**config.mk**
```make
export PLATFORM = sky130hd
export DESIGN_NAME = tsb_filter
export DESIGN_NICKNAME = d
export VERILOG_FILES = /design/src/rtl/tsb_pkg.sv /design/src/rtl/tsb_filter.sv
export SDC_FILE = /design/constraint.sdc
export NUM_CORES = 2
export LEC_CHECK = 0
export ABC_AREA = 1
export BUFFER_PORTS_ARGS = -buffer_cell sky130_fd_sc_hd__buf_2
export CAP_MARGIN = 20
export CORE_MARGIN = 3
export CORE_UTILIZATION = 55
export CTS_BUF_LIST = sky130_fd_sc_hd__clkbuf_16
export DETAILED_ROUTE_END_ITERATION = 8
export PLACE_DENSITY = 0.76
export SKIP_CTS_REPAIR_TIMING = 1
export SLEW_MARGIN = 20
export SYNTH_ARGS = -nofsm -noshare
export SYNTH_HDL_FRONTEND = slang
export SYNTH_SLANG_ARGS = --single-unit
```
**constraint.sdc**
```tcl
create_clock -name clk_i -period 13.8 [get_ports clk_i]
set_input_delay 2.76 -clock clk_i [delete_from_list [all_inputs] [get_ports clk_i]]
set_output_delay 2.76 -clock clk_i [all_outputs]
set_load 0.01 [all_outputs]
```
**src/rtl/tsb_pkg.sv**
```systemverilog
// Shared types, constants and helpers for the bilinear wrap texture sampler.
package tsb_pkg;

  // Field and datapath widths
  localparam int unsigned COORD_W      = 24;
  localparam int unsigned FRAC_BITS    = 16;
  localparam int unsigned SUB_BITS     = 8;
  localparam int unsigned DIM_W        = 9;
  localparam int unsigned MAX_DIM      = 256;
  localparam int unsigned XY_W         = 8;
  localparam int unsigned TEXEL_W      = 32;
  localparam int unsigned IDX_W        = 16;
  localparam int unsigned STORE_TEXELS = 65536;
  localparam int unsigned POS_W        = FRAC_BITS + DIM_W;
  localparam int unsigned SUBW_W       = SUB_BITS + 1;
  localparam int unsigned WT_W         = 2 * SUB_BITS + 1;
  localparam int unsigned CHAN_W       = 8;
  localparam int unsigned ACC_W        = WT_W + CHAN_W;
  localparam int unsigned OUT_W        = 16;
  localparam int unsigned OUT_RSH      = 2 * SUB_BITS - 8;
  localparam int unsigned BEAT_W       = 2;
  localparam int unsigned NUM_CH       = 4;

  localparam logic [SUBW_W-1:0] SUB_ONE     = SUBW_W'(1) << SUB_BITS;
  localparam logic [BEAT_W-1:0] LAST_BEAT_BI = BEAT_W'(3);
  localparam logic [BEAT_W-1:0] LAST_BEAT_1  = BEAT_W'(0);

  // Command codes; the fourth code is unused and dropped on entry
  typedef enum logic [1:0] {
    CMD_WRITE    = 2'd0,
    CMD_NEAREST  = 2'd1,
    CMD_BILINEAR = 2'd2
  } cmd_e;

  // Configuration register indexes
  typedef enum logic {
    REG_TEX_WIDTH  = 1'b0,
    REG_TEX_HEIGHT = 1'b1
  } cfg_reg_e;

  // Word after address generation, ready for the issue stage
  typedef struct packed {
    cmd_e                 cmd;
    logic [IDX_W-1:0]     idx;
    logic [TEXEL_W-1:0]   val;
    logic [XY_W-1:0]      x1;
    logic [XY_W-1:0]      x2;
    logic [IDX_W-1:0]     row1;
    logic [IDX_W-1:0]     row2;
    logic [SUB_BITS-1:0]  fu;
    logic [SUB_BITS-1:0]  fv;
  } addr_item_t;

  // One memory read beat handed to the blend unit
  typedef struct packed {
    logic            valid;
    logic            first;
    logic            last;
    logic [WT_W-1:0] wt;
  } beat_t;

  // Pipeline advance controls for the address front end
  typedef struct packed {
    logic p1_take;
    logic p2_take;
  } pipe_ctrl_t;

  typedef struct packed {
    logic [OUT_W-1:0] red;
    logic [OUT_W-1:0] green;
    logic [OUT_W-1:0] blue;
    logic [OUT_W-1:0] alpha;
  } color_t;

  // Zero acts as one, oversize clamps to the largest dimension
  function automatic logic [DIM_W-1:0] eff_dim(input logic [DIM_W-1:0] d);
    logic [DIM_W-1:0] r;
    if (d == '0) begin
      r = DIM_W'(1);
    end else if (d > DIM_W'(MAX_DIM)) begin
      r = DIM_W'(MAX_DIM);
    end else begin
      r = d;
    end
    return r;
  endfunction

endpackage

```
**src/rtl/tsb_filter.sv**
```systemverilog
// Blend unit: per-channel multiply-accumulate over texel beats and output register.
module tsb_filter (
  input  logic                          clk_i,
  input  logic                          rst_ni,
  input  tsb_pkg::beat_t                beat_i,
  input  logic [tsb_pkg::TEXEL_W-1:0]   rdata_i,
  input  logic                          out_stall_i,
  output logic                          adv_o,
  output logic                          out_valid_o,
  output tsb_pkg::color_t               color_o
);
  import tsb_pkg::*;

  beat_t              beat_q;
  logic [ACC_W-1:0]   acc_q [NUM_CH];
  logic [ACC_W-1:0]   sum   [NUM_CH];
  logic [CHAN_W-1:0]  chan  [NUM_CH];
  logic               out_valid_q;
  color_t             color_q;
  logic               adv;
  logic               fire;

  // Freeze the whole pipe only when a finished word has nowhere to go
  assign adv  = !(beat_q.valid && beat_q.last && out_valid_q && out_stall_i);
  assign fire = adv && beat_q.valid;

  // Channel order red, green, blue, alpha from an ARGB word
  always_comb begin
    chan[0] = rdata_i[23:16];
    chan[1] = rdata_i[15:8];
    chan[2] = rdata_i[7:0];
    chan[3] = rdata_i[31:24];
    for (int c = 0; c < NUM_CH; c++) begin
      sum[c] = (beat_q.first ? '0 : acc_q[c])
             + ACC_W'(ACC_W'(chan[c]) * ACC_W'(beat_q.wt));
    end
  end

  // Beat register sits beside the memory read register
  always_ff @(posedge clk_i or negedge rst_ni) begin
    if (!rst_ni) begin
      beat_q <= '0;
    end else if (adv) begin
      beat_q <= beat_i;
    end
  end

  always_ff @(posedge clk_i) begin
    if (fire) begin
      for (int c = 0; c < NUM_CH; c++) begin
        acc_q[c] <= sum[c];
      end
    end
  end

  // Output register
  always_ff @(posedge clk_i or negedge rst_ni) begin
    if (!rst_ni) begin
      out_valid_q <= 1'b0;
    end else if (fire && beat_q.last) begin
      out_valid_q <= 1'b1;
    end else if (!out_stall_i) begin
      out_valid_q <= 1'b0;
    end
  end

  always_ff @(posedge clk_i) begin
    if (fire && beat_q.last) begin
      color_q.red   <= sum[0][OUT_RSH +: OUT_W];
      color_q.green <= sum[1][OUT_RSH +: OUT_W];
      color_q.blue  <= sum[2][OUT_RSH +: OUT_W];
      color_q.alpha <= sum[3][OUT_RSH +: OUT_W];
    end
  end

  assign adv_o       = adv;
  assign out_valid_o = out_valid_q;
  assign color_o     = color_q;

endmodule

```
==> key figures <==
Worst setup path
  • Crit-path most repeated cell: buf_2
  • Data required, critical path: 11.04 ns
  • Crit path max-delay family: buffers and inverters
  • Startpoint Class: input port
  • RR Endpoint: color_o[28]
  • Buf/Inv on CP: 4
  • Critical Path Fanout Max: 21
  • Critical path type: in2out
  • Critical Path AT: 4.01 ns
  • CP Cell Sequence: buf_2, nand2_1, nor2_2, buf_4, inv_1, buf_2
  • R2r setup slk: 8.16 ns
  • Critical Path End Type: output pin
  • Critical Path Max Stage Delay: 0.52 ns
  • Reg2reg path depth: 18
  • Reg2reg start: beat_q[18]
  • CP max stage cell: inv_1

Floorplanning
  • IO Pins: 121
  • Area of the core: 0.0494 mm2
  • Die W: 230 um
  • Die Y: 230 um
  • Die ar.: 0.0530 mm2
  • Row cnt: 81
  • Initial Utilization: 56.1%

Worst hold path
  • Hold path depth: 2
  • Worst min-delay path startpoint: beat_q[17]
  • Worst Hold Class: reg2reg
  • Hold endpoint: out_valid_o

Placement
  • Post-detail-place hpwl: 50600 um
  • Port buffer count: 120
  • Gpl congestion: 0.937

Cells and area
  • Fillers: 4467
  • Final nets: 4279
  • Area delta synth->final: 6.07%
  • Layout cells sized above 1: 7.06%

Synth
  • Synthesis Warnings: 0
  • Synthesized net count: 4262
  • Sequential share of the synthesized area: 19.3%
  • Post-synth ARST share: 11.6%
  • Post-Syn Instances: 3595
  • Synth cell types: 30
  • Number of flops mapped to enable cells by yosys: 160
  • Predominant post-synthesis flop cell: edfxtp_1
  • Average cell area after synthesis: 7.70 um2
  • Synth Register Bits: 181
  • Synthesized cell area: 0.0277 mm2

Clock network
  • CTS clock-pin slew for the worst setup and hold paths: 0.08 ns
  • Clock Tree Buf Depth: 2
  • CTS Sinks: 181
  • TritonCTS Buffers: 17
  • Clk root buf: clkbuf_16
  • TritonCTS clock tree: done
  • Worst-Skew Late Latency: 0.50 ns
  • H-tree levels: 4

Run
  • Max-cap viol count: 0

STA
  • Final Slew Violations: 0
  • Setup TNS: 0 ns
  • Final worst path period share: 49.0%
  • Final Hold Viols: 0
  • Clock skew: 0.0129 ns
  • Slew HR: 35.9%
  • Max Freq: 148 MHz
  • Min Tclk post-route: 6.77 ns
  • Pin slew with the least headroom to its limit: 0.961 ns
  • RSZ-0062 raised after global routing: false
  • # setup viols final: 0

Drt
  • Starting DRT DRC Count: 1559
  • Vias: 21300
  • First-pass DRT Iterations: 5
  • Drt wl/cell: 15.0 um
  • Routed Antenna Nets: 0
  • Routed wire length: 64300 um
  • Vias per cell: 4.96
  • DRC Markers: 0

Global route
  • Grt ovf: 0
  • Vias in the first global route: 22300
  • Initial antenna violation count: 3
  • Largest net degree at the start of global routing: 65
  • Global-route usage over all layers: 26.1%
  • First-pass GRT wire length: 110000 um

Run status
  • Status: complete, no violations
-- cells in the final DEF (no fill, tap or decap), types with 38 or more instances in the layout --
master | synthesis | routed
nor2_1 | 98 | 96
fa_1 | 448 | 448
edfxtp_1 | 160 | 160
buf_2 | 8 | 120
nand2_1 | 1118 | 1118
a21oi_1 | 49 | 48
nand3_1 | 116 | 116
inv_1 | 1120 | 1120
ha_1 | 164 | 164
xor2_1 | 38 | 38
-- cells in the mapped netlist (all sizes together) (8+ instances only) --
master | n | area [um2]
dfrtp | 21 | 526
xor2 | 38 | 333
nand2 | 1135 | 4300
inv | 1131 | 4250
a21oi | 49 | 245
fa | 448 | 8970
o21bai | 14 | 105
buf | 11 | 51.3
nor2 | 121 | 517
and2 | 8 | 56.3
edfxtp | 160 | 4800
nand4 | 12 | 75.1
ha | 164 | 2050
clkbuf | 134 | 503
nand3 | 132 | 741
-- per-layer routing --
layer	routed length, um	global-route usage, %	share of wire (%)
met5	13	0	0.020
met4	1980	9.45	3.1
met3	4720	5.54	7.3
met2	30200	42.5	47
met1	27400	34.8	43
-- kinds of logic (layout without fill, tap and decap cells) --
logic type	Yosys count	in the layout	share of synthesized area, %
adders and majority gates	612	612	39.8
other	0	2	0
xor gates and xnor gates	43	43	1.36
DFF	181	181	19.3
AOI/OAI and AO/OA	64	64	1.28
and+or+nand+nor	1419	1419	20.9
buffers and inverters	1276	1306	17.3
-- stage by stage --
stage	hold slack [ns]	cell area, um2	worst slack [ns]	std cells	util, %
detailed placement	0.538	28700	6.91	4257	58.2
floorplan	0.450	27700	6.16	3595	-
global route	0.598	29300	6.98	4290	59.4
CTS	0.570	29300	7.04	4289	59.4
finish	0.566	29300	7.03	4291	59.5
global placement	0.537	28700	6.95	4257	58.2
-- flip-flops by register name (all words and copies together), names as in the netlist --
name and flops:
acc_q 96, beat_q 20, color_o 64, out_valid_o 1
-- how the worst max path moves through the flow --
stage | depth (start not counted) | startpoint | slack, ns | to
floorplan | 4 | out_stall_i | 6.16 | acc_q[0][0]
global placement | 18 | rdata_i[0] | 6.95 | color_o[29]
detailed placement | 18 | rdata_i[24] | 6.91 | color_o[13]
CTS | 6 | out_stall_i | 7.04 | adv_o
global route | 6 | out_stall_i | 6.98 | adv_o
finish | 6 | out_stall_i | 7.03 | adv_o
-- layout make-up --
type / count / area, um2 / area share (%)
diodes: 2 / 5.00 / 0.0171
clock buffers: 17 / 425 / 1.45
clock inverters: 15 / 178 / 0.605
inverters: 1131 / 4250 / 14.5
multi-input cells: 2138 / 17600 / 59.8
flip-flops and latches: 181 / 5330 / 18.2
well taps: 664 / 831 / 2.83
repair buffers: 143 / 773 / 2.64
-- worst register-to-register path: cells and delay by family (launching register included) --
family | cells | cell delay, ns
fa+ha+maj | 5 | 2.43
buf+inv | 5 | 1.42
simple gates | 8 | 1.12
flops | 1 | 0.41
Power is left out: the tool's default activity adds up to more than one toggle a clock period on the data nets, which glitch-free logic cannot reach.
