--- src/rtl/tsb_pkg.sv ---
// Shared types, constants and helpers for the bilinear wrap texture sampler.
package tsb_pkg;

  // Field and datapath widths
  localparam int unsigned COORD_W      = 24;
  localparam int unsigned FRAC_BITS    = 16;
  localparam int unsigned SUB_BITS     = 8;
  localparam int unsigned DIM_W        = 9;
  localparam int unsigned MAX_DIM      = 256;
  localparam int unsigned XY_W         = 8;
  localparam int unsigned TEXEL_W      = 32;
  localparam int unsigned IDX_W        = 16;
  localparam int unsigned STORE_TEXELS = 65536;
  localparam int unsigned POS_W        = FRAC_BITS + DIM_W;
  localparam int unsigned SUBW_W       = SUB_BITS + 1;
  localparam int unsigned WT_W         = 2 * SUB_BITS + 1;
  localparam int unsigned CHAN_W       = 8;
  localparam int unsigned ACC_W        = WT_W + CHAN_W;
  localparam int unsigned OUT_W        = 16;
  localparam int unsigned OUT_RSH      = 2 * SUB_BITS - 8;
  localparam int unsigned BEAT_W       = 2;
  localparam int unsigned NUM_CH       = 4;

  localparam logic [SUBW_W-1:0] SUB_ONE     = SUBW_W'(1) << SUB_BITS;
  localparam logic [BEAT_W-1:0] LAST_BEAT_BI = BEAT_W'(3);
  localparam logic [BEAT_W-1:0] LAST_BEAT_1  = BEAT_W'(0);

  // Command codes; the fourth code is unused and dropped on entry
  typedef enum logic [1:0] {
    CMD_WRITE    = 2'd0,
    CMD_NEAREST  = 2'd1,
    CMD_BILINEAR = 2'd2
  } cmd_e;

  // Configuration register indexes
  typedef enum logic {
    REG_TEX_WIDTH  = 1'b0,
    REG_TEX_HEIGHT = 1'b1
  } cfg_reg_e;

  // Word after address generation, ready for the issue stage
  typedef struct packed {
    cmd_e                 cmd;
    logic [IDX_W-1:0]     idx;
    logic [TEXEL_W-1:0]   val;
    logic [XY_W-1:0]      x1;
    logic [XY_W-1:0]      x2;
    logic [IDX_W-1:0]     row1;
    logic [IDX_W-1:0]     row2;
    logic [SUB_BITS-1:0]  fu;
    logic [SUB_BITS-1:0]  fv;
  } addr_item_t;

  // One memory read beat handed to the blend unit
  typedef struct packed {
    logic            valid;
    logic            first;
    logic            last;
    logic [WT_W-1:0] wt;
  } beat_t;

  // Pipeline advance controls for the address front end
  typedef struct packed {
    logic p1_take;
    logic p2_take;
  } pipe_ctrl_t;

  typedef struct packed {
    logic [OUT_W-1:0] red;
    logic [OUT_W-1:0] green;
    logic [OUT_W-1:0] blue;
    logic [OUT_W-1:0] alpha;
  } color_t;

  // Zero acts as one, oversize clamps to the largest dimension
  function automatic logic [DIM_W-1:0] eff_dim(input logic [DIM_W-1:0] d);
    logic [DIM_W-1:0] r;
    if (d == '0) begin
      r = DIM_W'(1);
    end else if (d > DIM_W'(MAX_DIM)) begin
      r = DIM_W'(MAX_DIM);
    end else begin
      r = d;
    end
    return r;
  endfunction

endpackage

--- src/rtl/tsb_addr.sv ---
// Address front end: coordinate wrap, texel position, neighbor and row offsets.
module tsb_addr (
  input  logic                          clk_i,
  input  logic                          rst_ni,
  input  logic                          in_valid_i,
  input  logic [1:0]                    cmd_i,
  input  logic [tsb_pkg::IDX_W-1:0]     texel_index_i,
  input  logic [tsb_pkg::TEXEL_W-1:0]   texel_value_i,
  input  logic signed [tsb_pkg::COORD_W-1:0] coord_u_i,
  input  logic signed [tsb_pkg::COORD_W-1:0] coord_v_i,
  input  logic [tsb_pkg::DIM_W-1:0]     eff_w_i,
  input  logic [tsb_pkg::DIM_W-1:0]     eff_h_i,
  input  tsb_pkg::pipe_ctrl_t           ctrl_i,
  output logic                          p1_valid_o,
  output logic                          p2_valid_o,
  output tsb_pkg::addr_item_t           p2_item_o
);
  import tsb_pkg::*;

  typedef struct packed {
    cmd_e                cmd;
    logic [IDX_W-1:0]    idx;
    logic [TEXEL_W-1:0]  val;
    logic [XY_W-1:0]     x1;
    logic [XY_W-1:0]     y1;
    logic [SUB_BITS-1:0] fu;
    logic [SUB_BITS-1:0] fv;
  } loc_t;

  logic [POS_W-1:0]     pos_u, pos_v;
  logic                 known_cmd;
  loc_t                 p1_d, p1_q;
  logic                 p1_valid_q;
  addr_item_t           p2_d, p2_q;
  logic                 p2_valid_q;
  logic [XY_W-1:0]      y2;
  logic [2*DIM_W-1:0]   row1_full, row2_full;

  // Stage 1: scale the coordinate fraction by the texture size
  always_comb begin
    pos_u     = POS_W'(coord_u_i[FRAC_BITS-1:0]) * POS_W'(eff_w_i);
    pos_v     = POS_W'(coord_v_i[FRAC_BITS-1:0]) * POS_W'(eff_h_i);
    known_cmd = (cmd_i == CMD_WRITE) || (cmd_i == CMD_NEAREST) || (cmd_i == CMD_BILINEAR);
    p1_d.cmd  = cmd_e'(cmd_i);
    p1_d.idx  = texel_index_i;
    p1_d.val  = texel_value_i;
    p1_d.x1   = pos_u[FRAC_BITS +: XY_W];
    p1_d.y1   = pos_v[FRAC_BITS +: XY_W];
    // nearest uses full weight on the first texel
    p1_d.fu   = (cmd_i == CMD_BILINEAR) ? pos_u[FRAC_BITS-1 -: SUB_BITS] : '0;
    p1_d.fv   = (cmd_i == CMD_BILINEAR) ? pos_v[FRAC_BITS-1 -: SUB_BITS] : '0;
  end

  always_ff @(posedge clk_i or negedge rst_ni) begin
    if (!rst_ni) begin
      p1_valid_q <= 1'b0;
    end else if (ctrl_i.p1_take) begin
      p1_valid_q <= in_valid_i && known_cmd;
    end
  end

  always_ff @(posedge clk_i) begin
    if (ctrl_i.p1_take) begin
      p1_q <= p1_d;
    end
  end

  // Stage 2: wrapped neighbors and row offsets
  always_comb begin
    p2_d.cmd  = p1_q.cmd;
    p2_d.idx  = p1_q.idx;
    p2_d.val  = p1_q.val;
    p2_d.x1   = p1_q.x1;
    p2_d.x2   = ({1'b0, p1_q.x1} == eff_w_i - DIM_W'(1)) ? '0 : p1_q.x1 + XY_W'(1);
    y2        = ({1'b0, p1_q.y1} == eff_h_i - DIM_W'(1)) ? '0 : p1_q.y1 + XY_W'(1);
    row1_full = (2*DIM_W)'(p1_q.y1) * (2*DIM_W)'(eff_w_i);
    row2_full = (2*DIM_W)'(y2) * (2*DIM_W)'(eff_w_i);
    p2_d.row1 = row1_full[IDX_W-1:0];
    p2_d.row2 = row2_full[IDX_W-1:0];
    p2_d.fu   = p1_q.fu;
    p2_d.fv   = p1_q.fv;
  end

  always_ff @(posedge clk_i or negedge rst_ni) begin
    if (!rst_ni) begin
      p2_valid_q <= 1'b0;
    end else if (ctrl_i.p2_take) begin
      p2_valid_q <= p1_valid_q;
    end
  end

  always_ff @(posedge clk_i) begin
    if (ctrl_i.p2_take) begin
      p2_q <= p2_d;
    end
  end

  assign p1_valid_o = p1_valid_q;
  assign p2_valid_o = p2_valid_q;
  assign p2_item_o  = p2_q;

endmodule

--- config.mk ---
export PLATFORM = sky130hd
export DESIGN_NAME = tsb_addr
export DESIGN_NICKNAME = d
export VERILOG_FILES = /design/src/rtl/tsb_pkg.sv /design/src/rtl/tsb_addr.sv
export SDC_FILE = /design/constraint.sdc
export NUM_CORES = 1
export LEC_CHECK = 0
export BUFFER_PORTS_ARGS = -buffer_cell sky130_fd_sc_hd__buf_2
export CORE_MARGIN = 1
export CORE_UTILIZATION = 40
export DETAILED_ROUTE_END_ITERATION = 6
export SYNTH_ARGS = -nofsm -noshare
export SYNTH_HDL_FRONTEND = slang
export SYNTH_SLANG_ARGS = --single-unit
export TNS_END_PERCENT = 1
--- constraint.sdc ---
create_clock -name clk_i -period 6.2 [get_ports clk_i]
set_input_delay 0 -clock clk_i [delete_from_list [all_inputs] [get_ports clk_i]]
set_output_delay 0 -clock clk_i [all_outputs]
set_load 0.05 [all_outputs]
==> results of run 1 <==
logic make-up after synthesis:
logic type | Yosys count | share of synthesized area, %
fa+ha+maj | 428 | 37.69
buf+inv | 434 | 8.363
compound gates | 128 | 4.445
flops | 198 | 30.12
xor+xnor | 87 | 3.905
mux | 4 | 0.2096
simple gates | 604 | 15.26
timing repair:
action                                 4_1_cts  5_1_grt
endpoints found under the hold margin       79        0
gates resized for setup                      0        2
setup endpoints to repair                    0        1
hold buffers                                54        0
critical path: stages, from the launching register on:
cell	delay, ps
edfxtp_1	430
and3_1	200
a211oi_1	240
nor3_1	80
o211a_2	400
nor2_2	270
nand2_1	130
fa_1	560
fa_1	560
inv_1	50
fa_1	470
inv_1	50
fa_1	470
inv_1	40
ha_1	320
a21oi_1	160
nor2b_1	60
a311o_1	380
a31oi_1	300
o21ai_0	170
xnor2_1	220
xnor2_1	80
state kept, by name (all words and copies together) (netlist names):
| name | count |
|---|---|
| p2_item_o | 114 |
| p1_q | 82 |
| p1_valid_o | 1 |
| p2_valid_o | 1 |
routing by layer:
| layer | vias to the layer above | global-route usage [%] | routed length [um] |
|---|---|---|---|
| li1 | 6339 | - | - |
| met1 | 6863 | 23.31 | 19110 |
| met2 | 318 | 32.00 | 22140 |
| met3 | 38 | 3.489 | 2285 |
| met4 | 2 | 5.281 | 751 |
| met5 | - | 0 | 13 |
path summary, 6_finish.rpt:
kind,startpoint,to,slack [ps],depth (start not counted)
min in group asynchronous,rst_ni,p1_valid_o$_DFFE_PN0P_,420,3
worst min register to register,p1_q[44]$_DFFE_PP_,p2_item_o[76]$_DFFE_PP_,420,0
worst min-delay path,coord_v_i[15],p1_q[23]$_DFFE_PP_,160,4
worst max-delay path,p1_q[22]$_DFFE_PP_,p2_item_o[31]$_DFFE_PP_,340,21
worst max register to register,p1_q[22]$_DFFE_PP_,p2_item_o[31]$_DFFE_PP_,340,21
max in group asynchronous,rst_ni,p2_valid_o$_DFFE_PN0P_,5660,3
layout by cell type (no fill, tap or decap), drive strengths merged, types with 8 or more instances in the layout:
master | netlist | final
and3 | 14 | 14
o21ai | 20 | 20
o21a | 13 | 13
nand4 | 8 | 8
nand3 | 22 | 22
nor3 | 35 | 35
dlygate4sd3 | 0 | 54
nand2 | 266 | 266
nor2b | 11 | 11
xnor2 | 57 | 57
edfxtp | 196 | 196
clkbuf | 67 | 18
inv | 338 | 344
a21o | 17 | 17
a21oi | 36 | 36
buf | 29 | 242
nor2 | 47 | 47
and2 | 172 | 172
xor2 | 30 | 30
fa | 276 | 276
ha | 152 | 152
area by class of cell:
| cell class | count | area, um2 |
|---|---|---|
| clock inverter | 14 | 187.7 |
| inverter | 338 | 1269 |
| antenna | 1 | 2.502 |
| clock buffer | 18 | 429.2 |
| fill | 4463 | 25560 |
| timing repair buffer | 296 | 1812 |
| sequential | 198 | 5936 |
| tap | 656 | 820.8 |
| multi-input combinational | 1251 | 12130 |
per-stage QoR:
| stage | area (um2) | hold slack (ps) | instances |
|---|---|---|---|
| after floorplan | 19700 | -295.6 | 1883 |
| after global placement | 21420 | -215.5 | 2685 |
| after detailed placement | 21420 | -211.3 | 2685 |
| after CTS | 22570 | 113.4 | 2771 |
| after global routing | 22580 | 194.3 | 2772 |
| final | 22580 | 163.9 | 2772 |
==> impl_metrics.csv, run 1 <==
group,metric,value,unit
outcome,status,"complete, no violations",
layout,layout-drive-gt1-share,14.18,%
global_route,grt_max_degree,60,
route,vias,13560,
worst_hold_path,hp-class,"primary input to register",
logic_synthesis,ys_ff_latch,198,
logic_synthesis,synth_common_cells,"inv_1, fa_1, nand2_1",
logic_synthesis,yosysTopAreaCell,"edfxtp_1",
die,coreArea,48150,um2
logic_synthesis,ys.flop_type,"edfxtp_1",
clock_tree,clock-root-buffer,"clkbuf_16",
logic_synthesis,synth_area_leaders,"edfxtp_1, fa_1, ha_1, inv_1, and2_1",
global_route,antenna_found_initial,2,
logic_synthesis,synth_top_area_share,29.87,%
placement,port_buffers,220,
route,antenna_left,0,
sta,fin_tns_setup,0,ps
clock_tree,clock_sinks,198,
route,dr.pass1.iters,5,
logic_synthesis,syn_area_per_cell,10.46,um2
sta,fin_ws,338.1,ps
sta,rsz0062_at_grt,"no",
die,rows,80,
clock_tree,htreeDepth,4,
logic_synthesis,synth_cells,1883,
clock_tree,cts_tree,"done",
clock_tree,insertion_delay,480,ps
logic_synthesis,synth_nets,2432,
sta,fin_skew,10.71,ps
logic_synthesis,ys_async_sr_fraction,1.010,%
global_route,track_usage,18.43,%
sta,tightest_slew,914.5,ps
layout,num-nets-final,2651,
route,post_drt_wl_per_cell,15.98,um
worst_setup_path,cp.arrival,6090,ps
worst_setup_path,cp_max_fo,9,
logic_synthesis,synth_edf_count,196,
sta,setup_violations,0,
logic_synthesis,netlist_area,19700,um2
route,wirelength,44.30,mm
route,vias_per_cell,4.892,
logic_synthesis,yosys_warnings,0,
die,die-area,50150,um2
clock_tree,path_clk_slew,80,ps
sta,finalCritPeriodShare,94.55,%
placement,place_ws,33.20,ps
sta,min_period,5862,ps
logic_synthesis,yosys.cell_types.count,72,
worst_setup_path,cp-end-kind,"register",
route,drc,0,
sta,hold_viol,0,
global_route,grt_pass1_wl,72.59,mm
die,initial_utilization,40.93,%
placement,routabilityCongestion,0.8283,
job,cap_viol_max_count,0,
die,die_h,223.9,um
layout,final_util,46.90,%
worst_setup_path,crit_path_start_kind,"register",
worst_setup_path,crit_type,"register to register",
logic_synthesis,synth_seq_area_share,30.12,%
global_route,grt_overflow,0,
worst_setup_path,crit_required,6430,ps
sta,report.final.slew_viol_count,0,
clock_tree,postCtsSetupBuffers,0,
sta,clock.fmax,0.1706,GHz
die,ioPinCount,237,
clock_tree,clockBufferDepth,2,
layout,syn_to_final_growth,14.61,%
global_route,first_global_vias,14400,
route,drt_first_iter_violations,680,
die,die_w,223.9,um
clock_tree,cts_buffers,17,
placement,hpwl,32.76,mm
logic_synthesis,yosysMostFrequentCell,"inv_1",
sta,max_slew_margin,39.03,%
Power of run 1 is not shown: default switching activity piles up to over one toggle a cycle in this logic, so the estimate is an artifact.
==> inputs of run 2 (changes only) <==
Settings changed: PLACE_DENSITY set to 0.66.
==> run 2 against run 1 <==
  * Critical path depth did not move
  * Fmax fell by 1.2%
  * Final cell count fell by 0.14%
  * Design area fell by 0.20%
  * Count of clock-buffer cells in the layout fell by 1
  * Sequential cell count did not move
  * Critical path type unchanged
  * Largest cell class unchanged
==> impl_metrics.csv, run 2 (synthesis gave the netlist of run 1 again) <==
group,metric,value,unit
worst_setup_path,cp_slowest_cell,"fa_1",
global_route,grt_pass1_wl,72.58,mm
worst_setup_path,crit_type,"register to register",
die,coreArea,48150,um2
route,drt_first_iter_violations,716,
layout,mostFrequentLayoutCell,"inv_1",
global_route,use_met2,31.47,%
global_route,grt_max_degree,64,
die,initial_utilization,40.93,%
clock_tree,path_clk_slew,80,ps
layout,layout-drive-gt1-share,13.98,%
sta,fin_tns_setup,0,ps
placement,hpwl,32.97,mm
clock_tree,post_cts_resize_count,0,
global_route,first_global_vias,14494,
route,wirelength,44.14,mm
sta,clock.fmax,0.1685,GHz
sta,rsz0062_at_grt,"no",
global_route,grt_overflow,0,
route,vias,13607,
die,die-area,50150,um2
clock_tree,cts_tree,"done",
sta,setup_violations,0,
sta,report.final.slew_viol_count,0,
sta,fin_skew,6.543,ps
sta,finalCritPeriodShare,95.73,%
worst_hold_path,hp-class,"primary input to register",
global_route,busiest_layer,"met2",
sta,tightest_slew,886.5,ps
sta,max_slew_margin,40.90,%
global_route,track_usage,18.28,%
route,vias_per_cell,4.916,
route,drc,0,
worst_setup_path,cp_max_fo,10,
global_route,met1_usage,23.31,%
worst_setup_path,path_cells,"xor2_1 > xnor2_1 > o2111ai_1 > a21oi_1 > o211a_1 > nor2_2 > and2_1 > fa_1 > fa_1 > fa_1 > inv_1 > fa_1 > inv_1 > ha_1 > a21oi_1 > nor2b_1 > a311o_1 > a31oi_1 > o21ai_0 > xnor2_1 > xnor2_1",
job,cap_viol_max_count,0,
placement,port_buffers,220,
clock_tree,insertion_delay,460,ps
worst_setup_path,cp-end-kind,"register",
worst_setup_path,cpMostUsedCell,"fa_1",
worst_setup_path,r2r_slack,260,ps
layout,final_cell_mix,"inv_1, fa_1, nand2_1",
sta,min_period,5935,ps
worst_setup_path,cp.arrival,6160,ps
clock_tree,clock_sinks,198,
worst_setup_path,crit_required,6420,ps
route,antenna_left,0,
die,die_w,223.9,um
outcome,status,"complete, no violations",
clock_tree,clockBufferDepth,2,
global_route,antenna_found_initial,4,
route,post_drt_wl_per_cell,15.95,um
placement,routabilityCongestion,0.8438,
clock_tree,clock-root-buffer,"clkbuf_16",
layout,syn_to_final_growth,14.38,%
sta,hold_viol,0,
layout,num-nets-final,2646,
global_route,grt_util_met3,3.568,%
die,rows,80,
layout,final_cells,2768,
worst_setup_path,crit_path_start_kind,"register",
clock_tree,cts_buffers,17,
placement,placed_cells,2681,
die,ioPinCount,237,
die,die_h,223.9,um
clock_tree,htreeDepth,4,
route,dr.pass1.iters,6,
worst_setup_path,slowest_delay,540,ps
layout,largest_reg_flops,114,
[run 2: changes by cell type in the layout (fill, tap and decap cells not counted), sizes merged]
cell / change
buf: -4
inv: +3
bufinv: -2
clkbuf: -1
diode: +1
dlygate4sd3: -1
[run 2: metal layers]
layer  routed length, um  share of wire, %
met1               19120                43
met5                  13             0.029
met4                 589               1.3
met3                2530               5.7
met2               21880                50
[run 2: critical path, delay by kind of cell (launching register included)]
kind            cells  cell delay (ps)
fa+ha+maj           5             2240
compound gates      7             1810
xor+xnor            4              660
simple gates        3              450
flops               1              420
buf+inv             2               90
[run 2: metrics by stage]
| step | hold WS [ps] | util [%] | setup WS (ps) | area, um2 |
|---|---|---|---|---|
| 2_1_floorplan | -295.6 | - | 332.1 | 19700 |
| 3_3_place_gp | -214.9 | 44.42 | 151.8 | 21390 |
| 3_5_place_dp | -212.3 | 44.42 | 83.90 | 21390 |
| 4_1_cts | 0.2036 | 46.80 | 252.9 | 22530 |
| 5_1_grt | 12.52 | 46.81 | 26.18 | 22540 |
| 6_report | 16.16 | 46.81 | 264.7 | 22540 |
[run 2: final timing paths]
kind	start	to	cells past startpoint
max reg2reg	p1_q[19]$_DFFE_PP_	p2_item_o[31]$_DFFE_PP_	21
max	p1_q[19]$_DFFE_PP_	p2_item_o[31]$_DFFE_PP_	21
min in group asynchronous	rst_ni	p1_valid_o$_DFFE_PN0P_	3
max in group asynchronous	rst_ni	p2_valid_o$_DFFE_PN0P_	3
min reg2reg	p1_q[33]$_DFFE_PP_	p2_item_o[65]$_DFFE_PP_	0
min	ctrl_i[1]	p1_q[72]$_DFFE_PP_	1
[run 2: what timing repair did]
action | 4_1_cts | 5_1_grt
endpoints found under the hold margin | 53 | 0
hold buffers | 53 | 0
buffers inserted | 0 | 0
[run 2: cell type report]
class	instances	area, um2
Multi-Input combinational cell	1251	12120
Sequential cell	198	5936
Tap cell	656	820.8
Inverter	338	1269
Timing Repair Buffer	291	1772
Antenna cell	2	5.005
Fill cell	4406	25610
Clock inverter	15	188.9
Clock buffer	17	425.4
Power of run 2 is left out for the same reason.
